`config.mk`:
```
export PLATFORM = sky130hd
export DESIGN_NAME = bts_blend
export DESIGN_NICKNAME = d
export VERILOG_FILES = /design/src/bts_pkg.sv /design/src/bts_blend.sv
export SDC_FILE = /design/constraint.sdc
export NUM_CORES = 2
export LEC_CHECK = 0
export BUFFER_PORTS_ARGS = -buffer_cell sky130_fd_sc_hd__buf_2
export CAP_MARGIN = 20
export CORE_UTILIZATION = 55
export DETAILED_ROUTE_END_ITERATION = 6
export MAX_ROUTING_LAYER = met4
export PLACE_DENSITY = 0.71
export SLEW_MARGIN = 10
export SYNTH_ARGS = -nofsm -noshare
export SYNTH_HDL_FRONTEND = slang
export SYNTH_SLANG_ARGS = --single-unit
export TNS_END_PERCENT = 1
```
`constraint.sdc`:
```
create_clock -name clk -period 11.3 [get_ports clk]
set_input_delay 1.695 -clock clk [delete_from_list [all_inputs] [get_ports clk]]
set_output_delay 1.695 -clock clk [all_outputs]
set_load 0.1 [all_outputs]
```
`src/bts_pkg.sv`:
```
// Shared constants, codes and stage types of the bilinear texture sampler.
// Depends on nothing; every other file of the block imports it.
package bts_pkg;

    // Texture geometry: the store holds MAX_DIM by MAX_DIM texels.
    localparam int DIM_BITS  = 8;
    localparam int SIZE_BITS = DIM_BITS + 1;
    localparam int ADDR_BITS = 2 * DIM_BITS;
    localparam logic [SIZE_BITS-1:0] MAX_DIM = SIZE_BITS'(1) << DIM_BITS;

    // Coordinates, texels and channels.
    localparam int COORD_BITS = 16;
    localparam int TEXEL_BITS = 32;
    localparam int CH_BITS    = 8;
    localparam int CHANNELS   = 4;

    // Scaled coordinate and fractional weights.
    localparam int Q_BITS      = COORD_BITS + SIZE_BITS;
    localparam int WEIGHT_BITS = 8;
    localparam int TOP_BITS    = CH_BITS + WEIGHT_BITS;
    localparam int SUM_BITS    = CH_BITS + 2 * WEIGHT_BITS;
    localparam logic [Q_BITS-1:0] HALF_TEXEL = Q_BITS'(1) << (COORD_BITS - 1);
    localparam logic [WEIGHT_BITS:0] WEIGHT_ONE = (WEIGHT_BITS + 1)'(1) << WEIGHT_BITS;
    localparam logic [SUM_BITS-1:0] ROUND_HALF = SUM_BITS'(1) << (2 * WEIGHT_BITS - 1);

    // Configuration register indexes.
    localparam int CFG_INDEX_BITS = 2;
    localparam logic [CFG_INDEX_BITS-1:0] REG_TEX_WIDTH  = 2'd0;
    localparam logic [CFG_INDEX_BITS-1:0] REG_TEX_HEIGHT = 2'd1;

    // Item kinds.
    localparam logic KIND_WRITE  = 1'b0;
    localparam logic KIND_SAMPLE = 1'b1;

    typedef logic [WEIGHT_BITS-1:0] weight_t;
    typedef logic [ADDR_BITS-1:0]   addr_t;
    typedef logic [TEXEL_BITS-1:0]  texel_t;

    // Addresses and weights handed from the address stage to the store.
    typedef struct packed {
        logic    valid;
        logic    kind;
        addr_t   wr_addr;
        texel_t  wr_data;
        addr_t   addr00;
        addr_t   addr10;
        addr_t   addr01;
        addr_t   addr11;
        weight_t wx;
        weight_t wy;
    } addr_stage_t;

    // Four fetched texels handed from the store to the blend stages.
    typedef struct packed {
        logic    valid;
        texel_t  t00;
        texel_t  t10;
        texel_t  t01;
        texel_t  t11;
        weight_t wx;
        weight_t wy;
    } fetch_stage_t;

endpackage

```
`src/bts_blend.sv`:
```
// Blend stages: horizontal then vertical weighting per channel, then rounding.
// Depends on bts_pkg; the last register stage is the result register.
module bts_blend import bts_pkg::*; (
    input  logic               clk,
    input  logic               rst_n,
    input  logic               advance,
    input  fetch_stage_t       stage_in,
    output logic               out_valid,
    output logic [CH_BITS-1:0] red,
    output logic [CH_BITS-1:0] green,
    output logic [CH_BITS-1:0] blue,
    output logic [CH_BITS-1:0] alpha
);

    logic                  s4_valid_reg;
    logic [TOP_BITS-1:0]   top_reg [CHANNELS];
    logic [TOP_BITS-1:0]   bot_reg [CHANNELS];
    weight_t               s4_wy_reg;
    logic [TOP_BITS-1:0]   top_next [CHANNELS];
    logic [TOP_BITS-1:0]   bot_next [CHANNELS];
    logic [WEIGHT_BITS:0]  fx;
    logic [WEIGHT_BITS:0]  fy;
    logic [SUM_BITS-1:0]   sum [CHANNELS];
    logic [CH_BITS-1:0]    res_next [CHANNELS];
    logic                  valid_reg;
    logic [CH_BITS-1:0]    res_reg [CHANNELS];

    // Horizontal weighting of both rows, one lane per channel.
    assign fx = WEIGHT_ONE - {1'b0, stage_in.wx};
    always_comb
    begin
        for (int ch = 0; ch < CHANNELS; ch++)
        begin
            top_next[ch] = TOP_BITS'(stage_in.t00[ch*CH_BITS +: CH_BITS]) * TOP_BITS'(fx)
                         + TOP_BITS'(stage_in.t10[ch*CH_BITS +: CH_BITS])
                           * TOP_BITS'(stage_in.wx);
            bot_next[ch] = TOP_BITS'(stage_in.t01[ch*CH_BITS +: CH_BITS]) * TOP_BITS'(fx)
                         + TOP_BITS'(stage_in.t11[ch*CH_BITS +: CH_BITS])
                           * TOP_BITS'(stage_in.wx);
        end
    end

    always_ff @(posedge clk or negedge rst_n)
    begin
        if (!rst_n)
            s4_valid_reg <= 1'b0;
        else if (advance)
            s4_valid_reg <= stage_in.valid;
    end

    always_ff @(posedge clk)
    begin
        if (advance)
        begin
            top_reg   <= top_next;
            bot_reg   <= bot_next;
            s4_wy_reg <= stage_in.wy;
        end
    end

    // Vertical weighting and rounding to eight bits.
    assign fy = WEIGHT_ONE - {1'b0, s4_wy_reg};
    always_comb
    begin
        for (int ch = 0; ch < CHANNELS; ch++)
        begin
            sum[ch] = SUM_BITS'(top_reg[ch]) * SUM_BITS'(fy)
                    + SUM_BITS'(bot_reg[ch]) * SUM_BITS'(s4_wy_reg) + ROUND_HALF;
            res_next[ch] = sum[ch][2*WEIGHT_BITS +: CH_BITS];
        end
    end

    always_ff @(posedge clk or negedge rst_n)
    begin
        if (!rst_n)
            valid_reg <= 1'b0;
        else if (advance)
            valid_reg <= s4_valid_reg;
    end

    always_ff @(posedge clk)
    begin
        if (advance)
            res_reg <= res_next;
    end

    assign out_valid = valid_reg;
    assign red       = res_reg[0];
    assign green     = res_reg[1];
    assign blue      = res_reg[2];
    assign alpha     = res_reg[3];

endmodule

```
# == Word-level counts from Yosys, hierarchy flattened ==
# Cells that the tools add are included.
# totals
inputBits,148
out_inout_bits,33
reg_bits,170
# classes
n_addsub,18
multipliers,24
# op_table
operator,n
16-bit adder,8
8-bit by 8-bit multiplier with 16-bit output,8
8-bit by 9-bit multiplier with 16-bit output,8
"24-bit by 16-bit adder with 24-bit output, second input constant",4
24-bit adder,4
16-bit by 8-bit multiplier with 24-bit output,4
16-bit by 9-bit multiplier with 24-bit output,4
"9-bit by 8-bit subtractor with 9-bit output, first input constant",2

# == Depth between registers and ports, before layout ==
# logic_depth
word_depth,4
depth_mapped,27
ltp_nobuf,25

# == Worst setup path before layout ==
# Ideal clock, no wire load.
# synth_path
path_type,input -> register
start,in stage_in[8] (netlist bit)
end,"reg top_reg[31] (netlist bit), data pin"
stages,24
slack_ns,3.314
arrival_time_ns,7.726
path_cell_list,inv_1 > ha_1 > nand3b_1 > nor3_2 > clkbuf_1 > clkbuf_1 > nand2_1 > fa_1 > fa_1 > inv_1 > fa_1 > fa_1 > fa_1 > inv_1 > fa_1 > inv_1 > ha_1 > and2_1 > o21ai_0 > o31ai_1 > or4_1 > a31o_2 > a21oi_1 > xnor2_1
# synth_rtl
item,line_no,source
from (decl),bts_blend.sv:7,"input fetch_stage_t stage_in,"
to (signal assigned),bts_blend.sv:55,top_reg <= top_next;
to (decl),bts_blend.sv:16,logic [TOP_BITS-1:0] top_reg [CHANNELS];

==> impl_metrics.py <==
metrics = {
    "run_status": {
        "status": "finished clean",
    },
    "cts": {
        "clk_pin_slew_ps": 90,
        "cts_hold_buf": 0,
        "root_buffer": "clkbuf_16",
        "cts_tree": "built",
        "cts_buffer_depth": 2,
        "h-tree-depth": 4,
        "cts_sinks": 170,
        "post_cts_buffers": 0,
        "post_cts_resized": 0,
        "clkLatencyLatePin_ps": 550,
        "numCtsBuffers": 17,
    },
    "timing": {
        "fin_crit_sh_pct": 79.0,
        "drv_slew": 0,
        "finalSetupViolations": 0,
        "max_freq_mhz": 112,
        "rsz0062_at_grt": "no",
        "setup_tns_ps": 0,
        "layout_min_cycle_time_ps": 8930,
        "hold_violations": 0,
        "fin_skew_ps": 22.4,
        "worstMarginPinSlew_ps": 1060,
        "slew_headroom_pct": 28.8,
    },
    "route": {
        "avgRoutedWirePerCell_um": 18.6,
        "wirelength_um": 187000,
        "ant_nets": 0,
        "viasPerCell": 5.26,
        "num_vias": 52900,
        "first_iter_violations": 3301,
        "drc": 0,
        "topRoutingLayerUsed": "met4",
        "wl_met1_um": 77900,
        "route.met3.wl_um": 11800,
        "drt-pass1-iter-count": 6,
        "wl_met2_um": 91400,
    },
    "setup_path": {
        "start_kind": "flip-flop",
        "crit_arrival_ps": 9210,
        "cp-end-kind": "flip-flop",
        "cp_max_fo": 68,
        "cp.required_ps": 11580,
        "r2r_slack_ps": 2370,
        "crit_type": "flip-flop to flip-flop",
    },
    "final_layout": {
        "n_fill_cell": 11900,
        "regArea_um2": 5090,
        "multi_input_area_um2": 60900,
        "drive_gt1_share_pct": 3.60,
        "nNetsFinal": 10900,
        "layout_common_cells": "inv_1, fa_1, and2_1",
        "finish.instance_area_um2": 79100,
        "syn_to_final_growth_pct": 4.44,
        "layout_commonest_cell": "inv_1",
        "fin_util_pct": 58.2,
    },
    "synthesis": {
        "ys_ff_latch": 170,
        "syn_inst": 8266,
        "yosysTopAreaCell": "fa_1",
        "synth_edf_count": 168,
        "synth_area_leaders": "fa_1, ha_1, inv_1",
        "syn_area_per_cell_um2": 9.16,
        "ys.flop_type": "edfxtp_1",
        "synth-async-reset-ratio_pct": 1.18,
        "synth_seq_area_share_pct": 6.73,
        "synth_top_area_share_pct": 44.6,
        "netlist_area_um2": 75800,
        "yosysWarnings": 0,
        "yosysUniqueCellTypes": 52,
        "synth_fp_nets": 11000,
    },
    "die": {
        "num_rows": 135,
        "die_x_um": 373,
        "io_pins": 181,
        "die-area_um2": 139000,
        "die_h_um": 373,
        "start_util_pct": 55.7,
        "fp.coreArea_um2": 136000,
    },
    "place": {
        "placed_cell_area_um2": 78400,
        "place_congestion": 0.928,
        "portBuffers": 180,
        "dp_hpwl_um": 151000,
    },
    "global_route": {
        "grt_pass1_vias": 58200,
        "grt_usage_pct": 29.0,
        "grt_pass1_wl_um": 307000,
        "antenna_found_initial": 29,
        "grt_max_degree": 84,
        "overflow": 0,
    },
    "job": {
        "drv_cap": 0,
    },
    "min_path": {
        "hold_path.class": "flip-flop to flip-flop",
    },
}
==> final timing paths <==
path / cells past startpoint / end / start
min in group asynchronous: 1 / s4_valid_reg / rst_n
worst max register to register: 24 / blue[7] / s4_wy_reg[4]
worst min register to register: 1 / out_valid / out_valid
worst max-delay path: 24 / blue[7] / s4_wy_reg[4]
max in group asynchronous: 1 / out_valid / rst_n
worst min-delay path: 1 / out_valid / out_valid
==> logic make-up (layout without fill, tap and decap cells) <==
kind of cell | count (synthesis) | in the layout | synth area share (%)
AOI/OAI and AO/OA | 239 | 239 | 2.02
xor gates and xnor gates | 215 | 215 | 2.49
adders and majority gates | 2538 | 2538 | 58.6
buffers and inverters | 2644 | 2626 | 13.1
DFF | 170 | 170 | 6.73
muxes | 2 | 2 | 0.0297
other | 0 | 25 | 0
and+or+nand+nor | 2458 | 2458 | 17.0
==> worst max-delay path, cell delays in order (launching register included) <==
cell	delay [ps]
edfxtp_1	330
buf_4	770
nor4_1	230
xnor2_2	690
buf_4	590
and2_1	230
fa_1	410
inv_1	80
fa_1	440
fa_1	510
inv_1	60
fa_1	490
fa_1	490
inv_1	50
fa_1	470
inv_1	40
ha_1	300
nand4_1	130
a211oi_1	430
nand3_1	310
a211oi_1	400
nor3_1	150
o21bai_1	380
a21oi_1	150
xnor2_1	440
==> through the flow <==
stage               hold slack, ps  setup slack [ps]  instances
detailed placement             498              2160       9997
global route                   542              2150      10000
finish                         515              2370      10100
floorplan                      475              3310       8266
CTS                            519              2540      10000
global placement               483              2340       9997
==> cells in the mapped netlist (2+ instances only) <==
cell / count
inv_1: 2360
fa_1: 1688
and2_1: 1342
nand2_1: 891
ha_1: 850
clkbuf_1: 225
edfxtp_1: 168
xnor2_1: 159
a21oi_1: 93
nor2_1: 75
buf_1: 58
xor2_1: 56
nor3_1: 50
nand3_1: 33
o21ai_0: 28
a21o_1: 24
nor2b_1: 19
o21a_1: 14
nand4_1: 12
o21bai_1: 12
o211ai_1: 11
a31oi_1: 8
a41oi_1: 8
or3_1: 8
a211oi_1: 7
a31o_2: 6
and3_1: 6
o2111ai_1: 6
or2_2: 6
nand2b_1: 5
o31ai_1: 5
or4_1: 4
nor4_1: 3
a21boi_0: 2
a41o_1: 2
dfrtp_1: 2
mux2_2: 2
nor3_2: 2
o31a_1: 2
o41ai_1: 2
==> cell type report <==
type	instances	share of cell area [%]
diodes	25	0.0791
clock buffers	17	0.538
clock inverters	15	0.264
inverters	2360	11.2
multi-input cells	5452	77.0
flip-flops and latches	170	6.44
well taps	1781	2.82
repair buffers	234	1.70
==> per-layer routing <==
layer	up-vias	track usage, %
li1	23700	-
met1	27300	37.5
met2	1637	47.9
met3	294	3.53
met4	0	9.01
met5	-	-
Power is not shown: default switching activity piles up to over one toggle a cycle in this logic, so the estimate is an artifact.
