<file path="src/bts_pkg.sv">
// Shared constants, codes and stage types of the bilinear texture sampler.
// Depends on nothing; every other file of the block imports it.
package bts_pkg;

    // Texture geometry: the store holds MAX_DIM by MAX_DIM texels.
    localparam int DIM_BITS  = 8;
    localparam int SIZE_BITS = DIM_BITS + 1;
    localparam int ADDR_BITS = 2 * DIM_BITS;
    localparam logic [SIZE_BITS-1:0] MAX_DIM = SIZE_BITS'(1) << DIM_BITS;

    // Coordinates, texels and channels.
    localparam int COORD_BITS = 16;
    localparam int TEXEL_BITS = 32;
    localparam int CH_BITS    = 8;
    localparam int CHANNELS   = 4;

    // Scaled coordinate and fractional weights.
    localparam int Q_BITS      = COORD_BITS + SIZE_BITS;
    localparam int WEIGHT_BITS = 8;
    localparam int TOP_BITS    = CH_BITS + WEIGHT_BITS;
    localparam int SUM_BITS    = CH_BITS + 2 * WEIGHT_BITS;
    localparam logic [Q_BITS-1:0] HALF_TEXEL = Q_BITS'(1) << (COORD_BITS - 1);
    localparam logic [WEIGHT_BITS:0] WEIGHT_ONE = (WEIGHT_BITS + 1)'(1) << WEIGHT_BITS;
    localparam logic [SUM_BITS-1:0] ROUND_HALF = SUM_BITS'(1) << (2 * WEIGHT_BITS - 1);

    // Configuration register indexes.
    localparam int CFG_INDEX_BITS = 2;
    localparam logic [CFG_INDEX_BITS-1:0] REG_TEX_WIDTH  = 2'd0;
    localparam logic [CFG_INDEX_BITS-1:0] REG_TEX_HEIGHT = 2'd1;

    // Item kinds.
    localparam logic KIND_WRITE  = 1'b0;
    localparam logic KIND_SAMPLE = 1'b1;

    typedef logic [WEIGHT_BITS-1:0] weight_t;
    typedef logic [ADDR_BITS-1:0]   addr_t;
    typedef logic [TEXEL_BITS-1:0]  texel_t;

    // Addresses and weights handed from the address stage to the store.
    typedef struct packed {
        logic    valid;
        logic    kind;
        addr_t   wr_addr;
        texel_t  wr_data;
        addr_t   addr00;
        addr_t   addr10;
        addr_t   addr01;
        addr_t   addr11;
        weight_t wx;
        weight_t wy;
    } addr_stage_t;

    // Four fetched texels handed from the store to the blend stages.
    typedef struct packed {
        logic    valid;
        texel_t  t00;
        texel_t  t10;
        texel_t  t01;
        texel_t  t11;
        weight_t wx;
        weight_t wy;
    } fetch_stage_t;

endpackage

</file>
<file path="src/bts_addr_gen.sv">
// Address stages: scales coordinates, derives wrapped neighbours and weights.
// Depends on bts_pkg; two register stages.
module bts_addr_gen import bts_pkg::*; (
    input  logic                  clk,
    input  logic                  rst_n,
    input  logic                  advance,
    input  logic                  in_valid,
    input  logic                  kind,
    input  logic [DIM_BITS-1:0]   texel_col,
    input  logic [DIM_BITS-1:0]   texel_row,
    input  logic [TEXEL_BITS-1:0] texel_rgba,
    input  logic [COORD_BITS-1:0] coord_u,
    input  logic [COORD_BITS-1:0] coord_v,
    input  logic [SIZE_BITS-1:0]  tex_width,
    input  logic [SIZE_BITS-1:0]  tex_height,
    output addr_stage_t           stage_out
);

    logic                 s1_valid_reg;
    logic                 s1_kind_reg;
    addr_t                s1_wr_addr_reg;
    texel_t               s1_wr_data_reg;
    logic [Q_BITS-1:0]    s1_qu_reg;
    logic [Q_BITS-1:0]    s1_qv_reg;
    logic [SIZE_BITS-1:0] s1_w_reg;
    logic [SIZE_BITS-1:0] s1_h_reg;

    logic [SIZE_BITS-1:0] w_eff;
    logic [SIZE_BITS-1:0] h_eff;
    logic [Q_BITS-1:0]    qu_next;
    logic [Q_BITS-1:0]    qv_next;
    logic [SIZE_BITS-1:0] cell_u;
    logic [SIZE_BITS-1:0] cell_v;
    logic [SIZE_BITS-1:0] x0_wide;
    logic [SIZE_BITS-1:0] x1_wide;
    logic [SIZE_BITS-1:0] y0_wide;
    logic [SIZE_BITS-1:0] y1_wide;
    logic [DIM_BITS-1:0]  x0;
    logic [DIM_BITS-1:0]  x1;
    logic [DIM_BITS-1:0]  y0;
    logic [DIM_BITS-1:0]  y1;
    addr_stage_t          stage_next;
    addr_stage_t          stage_reg;
    logic                 s2_valid_reg;

    // A zero size counts as one texel; a size beyond the store saturates.
    always_comb
    begin
        if (tex_width == '0)
            w_eff = SIZE_BITS'(1);
        else if (tex_width > MAX_DIM)
            w_eff = MAX_DIM;
        else
            w_eff = tex_width;
        if (tex_height == '0)
            h_eff = SIZE_BITS'(1);
        else if (tex_height > MAX_DIM)
            h_eff = MAX_DIM;
        else
            h_eff = tex_height;
    end

    // Scale by the size and add half a texel; the floor then sits one below.
    assign qu_next = Q_BITS'(coord_u) * Q_BITS'(w_eff) + HALF_TEXEL;
    assign qv_next = Q_BITS'(coord_v) * Q_BITS'(h_eff) + HALF_TEXEL;

    // First stage valid bit.
    always_ff @(posedge clk or negedge rst_n)
    begin
        if (!rst_n)
            s1_valid_reg <= 1'b0;
        else if (advance)
            s1_valid_reg <= in_valid;
    end

    // First stage payload.
    always_ff @(posedge clk)
    begin
        if (advance)
        begin
            s1_kind_reg    <= kind;
            s1_wr_addr_reg <= {texel_row, texel_col};
            s1_wr_data_reg <= texel_rgba;
            s1_qu_reg      <= qu_next;
            s1_qv_reg      <= qv_next;
            s1_w_reg       <= w_eff;
            s1_h_reg       <= h_eff;
        end
    end

    // Neighbours with repeat wrap: minus one wraps to the last texel, size to zero.
    assign cell_u  = s1_qu_reg[Q_BITS-1:COORD_BITS];
    assign cell_v  = s1_qv_reg[Q_BITS-1:COORD_BITS];
    assign x0_wide = (cell_u == '0) ? (s1_w_reg - SIZE_BITS'(1)) : (cell_u - SIZE_BITS'(1));
    assign x1_wide = (cell_u >= s1_w_reg) ? '0 : cell_u;
    assign y0_wide = (cell_v == '0) ? (s1_h_reg - SIZE_BITS'(1)) : (cell_v - SIZE_BITS'(1));
    assign y1_wide = (cell_v >= s1_h_reg) ? '0 : cell_v;
    assign x0 = x0_wide[DIM_BITS-1:0];
    assign x1 = x1_wide[DIM_BITS-1:0];
    assign y0 = y0_wide[DIM_BITS-1:0];
    assign y1 = y1_wide[DIM_BITS-1:0];

    always_comb
    begin
        stage_next.valid   = s1_valid_reg;
        stage_next.kind    = s1_kind_reg;
        stage_next.wr_addr = s1_wr_addr_reg;
        stage_next.wr_data = s1_wr_data_reg;
        stage_next.addr00  = {y0, x0};
        stage_next.addr10  = {y0, x1};
        stage_next.addr01  = {y1, x0};
        stage_next.addr11  = {y1, x1};
        stage_next.wx      = s1_qu_reg[COORD_BITS-1 -: WEIGHT_BITS];
        stage_next.wy      = s1_qv_reg[COORD_BITS-1 -: WEIGHT_BITS];
    end

    // Second stage valid bit.
    always_ff @(posedge clk or negedge rst_n)
    begin
        if (!rst_n)
            s2_valid_reg <= 1'b0;
        else if (advance)
            s2_valid_reg <= stage_next.valid;
    end

    // Second stage payload.
    always_ff @(posedge clk)
    begin
        if (advance)
            stage_reg <= stage_next;
    end

    // The payload leaves with the reset-controlled valid bit.
    always_comb
    begin
        stage_out       = stage_reg;
        stage_out.valid = s2_valid_reg;
    end

endmodule

</file>
<file path="config.mk">
export PLATFORM = sky130hd
export DESIGN_NAME = bts_addr_gen
export DESIGN_NICKNAME = d
export VERILOG_FILES = /design/src/bts_pkg.sv /design/src/bts_addr_gen.sv
export SDC_FILE = /design/constraint.sdc
export NUM_CORES = 1
export LEC_CHECK = 0
export ABC_AREA = 1
export BUFFER_PORTS_ARGS = -buffer_cell sky130_fd_sc_hd__clkbuf_2
export CORE_MARGIN = 2
export CORE_UTILIZATION = 44
export CTS_BUF_LIST = sky130_fd_sc_hd__clkbuf_4 sky130_fd_sc_hd__clkbuf_8
export CTS_CLUSTER_SIZE = 30
export DETAILED_ROUTE_END_ITERATION = 7
export PLACE_DENSITY = 0.68
export RECOVER_POWER = 100
export SYNTH_ARGS = -nofsm -noshare
export SYNTH_HDL_FRONTEND = slang
export SYNTH_SLANG_ARGS = --single-unit
</file>
<file path="constraint.sdc">
create_clock -name clk -period 2.41 [get_ports clk]
set_input_delay 0.482 -clock clk [delete_from_list [all_inputs] [get_ports clk]]
set_output_delay 0.482 -clock clk [all_outputs]
set_load 0.02 [all_outputs]
</file>
# [After elaboration in Yosys (flattened, before gate mapping)]
# Cells that the tools add are included.
[word_totals] ff_bits=248 latchBits=0 ramBits=0 rom_bits=0 input_bits=103 word_cells=42 n_memories=0
[op_classes] addsub=6 multipliers=2 div=0 n_lt_le_gt_ge=4 n_eq_ne=0 shift=0 mux=8 bitwise_logic=0 n_reduce_logical=4
[ops] operator="$add A25 B16 Y25 const B" n=2
[ops] operator="$mul A16 B9 Y25" n=2
[ops] operator="$logic_not A9 Y1" n=4
[ops] operator="$mux W9" n=4
[ops] operator="$mux W8" n=4
[ops] operator="$sub A8 B1 Y8 const B" n=4
[ops] operator="$ge A9 B9 Y1" n=2
[ops] operator="$gt A9 B9 Y1 const B" n=2

# [Depth between registers and ports, before layout]
[logic_depth] depth_word=5 mapped_depth=29 mapped_depth_nobuf=28

# [Worst setup path after synthesis]
# No wires, ideal clock.
[synth_timing] path_type="input to register" startpoint="in tex_height[6]" endpoint="reg s1_qv_reg[23] (data pin)" t_arrival_ps=5187 required_time_ps=2158 path_slack_ps=-3029 cell_stages=21 path_cell_list="nor2_1 -> nand3_1 -> o21ai_2 -> inv_1 -> nor2_1 -> buf_2 -> nand2_1 -> fa_1 -> inv_1 -> fa_1 -> fa_1 -> fa_1 -> fa_1 -> ha_1 -> a21o_1 -> a31oi_1 -> nor2_1 -> a2111oi_0 -> nand2_1 -> nand2_1 -> nand2_1"
[synth_between] elab_chain_cells=5
[synth_lines] item="start, declared" line="bts_addr_gen.sv:15" rtl="input logic [SIZE_BITS-1:0] tex_height,"
[synth_lines] item="$gt A9 B9 Y1" line="bts_addr_gen.sv:57" rtl="else if (tex_height > MAX_DIM)"
[synth_lines] item="$mux W9" line="bts_addr_gen.sv:57"
[synth_lines] item="$mux W9 (*)" line="bts_addr_gen.sv:55" rtl="if (tex_height == '0)"
[synth_lines] item="named net h_eff[2]" line="bts_addr_gen.sv:29" rtl="logic [SIZE_BITS-1:0] h_eff;"
[synth_lines] item="$mul A16 B9 Y25 (*)" line="bts_addr_gen.sv:65" rtl="assign qv_next = Q_BITS'(coord_v) * Q_BITS'(h_eff) + HALF_TEXEL;"
[synth_lines] item="$add A25 B16 Y25 (*)" line="bts_addr_gen.sv:65"
[synth_lines] item="named net qv_next[23]" line="bts_addr_gen.sv:31" rtl="logic [Q_BITS-1:0] qv_next;"
[synth_lines] item="end signal, assigned" line="bts_addr_gen.sv:85" rtl="s1_qv_reg <= qv_next;"
[synth_lines] item="end, declared" line="bts_addr_gen.sv:24" rtl="logic [Q_BITS-1:0] s1_qv_reg;"
# The timed path passes the listed nets; every way through them passes the cells marked *.
# A chain may end at the register's enable or synchronous reset.

# [Worst setup path after layout]
[layout_timing] startpoint="in tex_height[6]" endpoint="reg s1_qv_reg[23] (data pin)"
[layout_between] elab_chain_cells=5
[layout_lines] item="$gt A9 B9 Y1" line="bts_addr_gen.sv:57"
[layout_lines] item="$mux W9" line="bts_addr_gen.sv:57"
[layout_lines] item="$mux W9 (*)" line="bts_addr_gen.sv:55"
[layout_lines] item="$mul A16 B9 Y25 (*)" line="bts_addr_gen.sv:65"
[layout_lines] item="$add A25 B16 Y25 (*)" line="bts_addr_gen.sv:65"
[layout_lines] item="named net qv_next[23]" line="bts_addr_gen.sv:31"
# Marks and branches as above.

==> flow_metrics.env <==
export IMPL_numPortBuffers=232
export IMPL_post_synth_cell_area_avg_um2=10.1
export IMPL_total_switching_power_uw=7930
export IMPL_seq_area_frac_synth_pct=36.3
export IMPL_synth_ff_latch_count=200
export IMPL_fin_nets=2567
export IMPL_crit_path_frequent_cell="fa_1"
export IMPL_p_int_uw=11100
export IMPL_finalInstanceArea_um2=22300
export IMPL_antenna_found_initial=0
export IMPL_syn_instance_count=1641
export IMPL_areaGrowthSynthToFinish_pct=35.1
export IMPL_post_layout_total_power_uw=19000
export IMPL_postSynth_asyncResetShare_pct=1.00
export IMPL_commonest_non_fill_non_tap_cell_in_the_layout="inv_1"
export IMPL_critical_path_endpoint_type="register"
export IMPL_netSwitchingFraction_pct=41.7
export IMPL_number_of_antenna_diodes=0
export IMPL_pin_count_of_the_biggest_net_entering_global_routing=49
export IMPL_final_setup_viol_count=34
export IMPL_setup_tns_final_ps=-75610
export IMPL_layout_drive_gt1_share_pct=38.6
export IMPL_effective_utilization_at_floorplan_pct=44.9
export IMPL_max_vdd_ir_drop_mv=0.450
export IMPL_timing_final_crit_period_ps=4760
export IMPL_final_setup_skew_ps=14.1
export IMPL_detailroute_via_count=12800
export IMPL_largest_register_ffs=97
export IMPL_cts_root_buffer="clkbuf_8"
export IMPL_leakagePower_uw=0.0111
export IMPL_cp_start_kind="input port"
export IMPL_clk_latency_ps=460
export IMPL_tritoncts_clock_tree="done"
export IMPL_most_frequent_cells_in_the_layout="311 x inv_1, 256 x buf_4, 244 x nand2_1"
export IMPL_overflow=0
export IMPL_layout_cells_non_filler=2611
export IMPL_critical_path_buf_inv_count=5
export IMPL_tightest_slew_ps=1160
export IMPL_clockBufferDepth=2
export IMPL_worst_setup_hold_path_clk_slew_ps=120
export IMPL_status="finished, violations left"
export IMPL_rsz0062_at_grt="true"
export IMPL_track_usage_pct=21.6
export IMPL_layout_core_utilization_pct=60.6
export IMPL_seq_power_share_pct=27.1
export IMPL_detailedRoute_firstPassIterationCount=5
export IMPL_vias_per_cell=4.90
export IMPL_routed_wl_mm=41.3
export IMPL_violations="setup timing"
export IMPL_dpl_hpwl_mm=33.6
export IMPL_worst_slack_ps=-2350
export IMPL_horizontal_die_dimension_um=198
export IMPL_synth_net_count=2078
export IMPL_synth_lib_cells_used_distinct=42
export IMPL_filler_cell_count=2992
export IMPL_path_max_fanout=4
export IMPL_synth_warn=0
export IMPL_placed_cells_incl_taps=2528
export IMPL_first_iter_violations=739
export IMPL_synth_enable_flop_cells=198
export IMPL_chipHeight_um=198
export IMPL_cell_with_the_largest_stage_delay_on_the_worst_path="fa_1"
export IMPL_synth_main_ff_cell="edfxtp_1"
export IMPL_tritoncts_num_buffers=17
export IMPL_first_global_vias=13600
export IMPL_core_box_area_um2=36800
export IMPL_count_of_maximum_capacitance_violations=0
export IMPL_power_clock_fraction_pct=11.2
export IMPL_final_antenna_net_count=0
export IMPL_cts_max_level=4
export IMPL_wl_per_cell_um=15.8
export IMPL_pwr_density_cell_nw_per_um2=854
export IMPL_first_pass_grt_wire_length_mm=66.8
export IMPL_fmax_mhz=210
export IMPL_report_final_hold_viol_count=0
export IMPL_num_ports=233
export IMPL_drv_slew=0
export IMPL_die_area_um2=39100
export IMPL_required_ps=2620
export IMPL_synth_cell_area_um2=16500
export IMPL_row_count=70
export IMPL_path_cells="buf_8, nor2_4, nand3_4, o21ai_4, nand2_2, buf_4, nor2_2, fa_1, fa_1, inv_1, fa_1, inv_1, fa_1, ha_4, ha_4, a21oi_4, inv_1, a31oi_2, nor2_1, a2111oi_2, nand2_1, nand2_1, nand2_1"
export IMPL_timing_setup_critical_path_class="in -> reg"
export IMPL_timing_slew_headroom_pct=22.4
export IMPL_place_congestion=0.929
export IMPL_combinationalPowerShare_pct=61.7
export IMPL_layout_worst_path_cycle_share_pct=198
export IMPL_post_place_cell_area_um2=20400
export IMPL_worst_path_largest_cell_delay_ps=550
export IMPL_tritoncts_num_sinks=200
export IMPL_worst_path_dominant_cell_family="adder cells"
export IMPL_hold_class="in -> reg"
export IMPL_worst_endpoint_arrival_ps=4980
export IMPL_detail_route_drc_violations=0
## final timing paths
check	from	to	slack, ps	cells after the start
max	tex_height[6]	s1_qv_reg[23]$_DFFE_PP_	-2350	23
min	texel_col[0]	s1_wr_addr_reg[0]$_DFFE_PP_	180	1
max reg2reg	s1_qv_reg[21]$_DFFE_PP_	stage_out[78]$_DFFE_PP_	220	13
min reg2reg	s1_wr_addr_reg[7]$_DFFE_PP_	stage_out[119]$_DFFE_PP_	420	0
max in group asynchronous	rst_n	s2_valid_reg$_DFFE_PN0P_	1980	2
min in group asynchronous	rst_n	s1_valid_reg$_DFFE_PN0P_	320	2
## per-stage QoR
step	setup slack, ps	hold slack [ps]
final	-2350	180
after global routing	-2550	147
after CTS	-2330	143
after detailed placement	-3040	270
after global placement	-3000	268
after floorplan	-2610	186
## cell type report
class | count | area, um^2 | area share [%]
flip-flops and latches | 200 | 6000 | 26.9
well taps | 468 | 586 | 2.63
clock buffers | 17 | 234 | 1.05
repair buffers | 526 | 3540 | 15.9
clock inverters | 15 | 190 | 0.853
inverters | 338 | 1310 | 5.89
multi-input cells | 1047 | 10400 | 46.8
## cell usage after synthesis, drive strengths merged (5+ instances only)
master | instances | area, um^2
inv | 334 | 1250
nand2 | 331 | 1290
edfxtp | 198 | 5950
fa | 196 | 3920
nor2 | 176 | 676
ha | 138 | 1730
a21oi | 50 | 250
buf | 40 | 278
nand3 | 36 | 180
xor2 | 31 | 279
o21ai | 23 | 130
clkbuf | 18 | 68.8
nand4 | 12 | 75.1
nor3 | 11 | 55.1
a31oi | 10 | 62.6
xnor2 | 5 | 43.8
## worst reg2reg max path, cell delays in order, from the launching register on
cell	delay (ps)
edfxtp_1	440
inv_1	110
nand4_1	110
nor3_2	140
nand3_1	150
inv_1	150
nand2_1	70
nand2_1	90
inv_1	70
ha_1	210
nand2_1	80
nor2_1	60
nand3_1	80
xor2_1	250
## layer usage
layer | wire [um] | global-route usage (%) | vias up | share of wire, %
li1 | - | - | 6096 | -
met1 | 17300 | 27.2 | 6259 | 42
met2 | 21300 | 39.2 | 379 | 51
met3 | 1790 | 2.25 | 71 | 4.3
met4 | 974 | 6.07 | 0 | 2.4
met5 | 0 | 0 | - | 0
## power by group through the flow
stage	combinational [uW]	clock [uW]	sequential [uW]
2_1_floorplan	6060	0	5500
3_5_place_dp	9880	0	5250
6_report	11700	2140	5160
4_1_cts	11000	2200	5160
3_3_place_gp	9760	0	5210
5_1_grt	12900	2320	5230
## logic make-up (layout without fill, tap and decap cells)
family / count (synthesis) / in the layout / share of synthesized area, %
buf+inv: 396 / 896 / 9.79
simple gates: 573 / 575 / 14.1
xor+xnor: 36 / 36 / 1.96
compound gates: 102 / 102 / 3.59
flops: 200 / 200 / 36.3
fa+ha+maj: 334 / 334 / 34.2
## what timing repair did
item,CTS,global route
setup buffers,34,19
endpoints found under the setup margin,34,35
hold buffers,1,0
hold endpoints to repair,2,0
gates cloned,1,1
pin swaps,88,56
resized for setup,159,107
No activity file was read; power rests on OpenSTA's default activity.
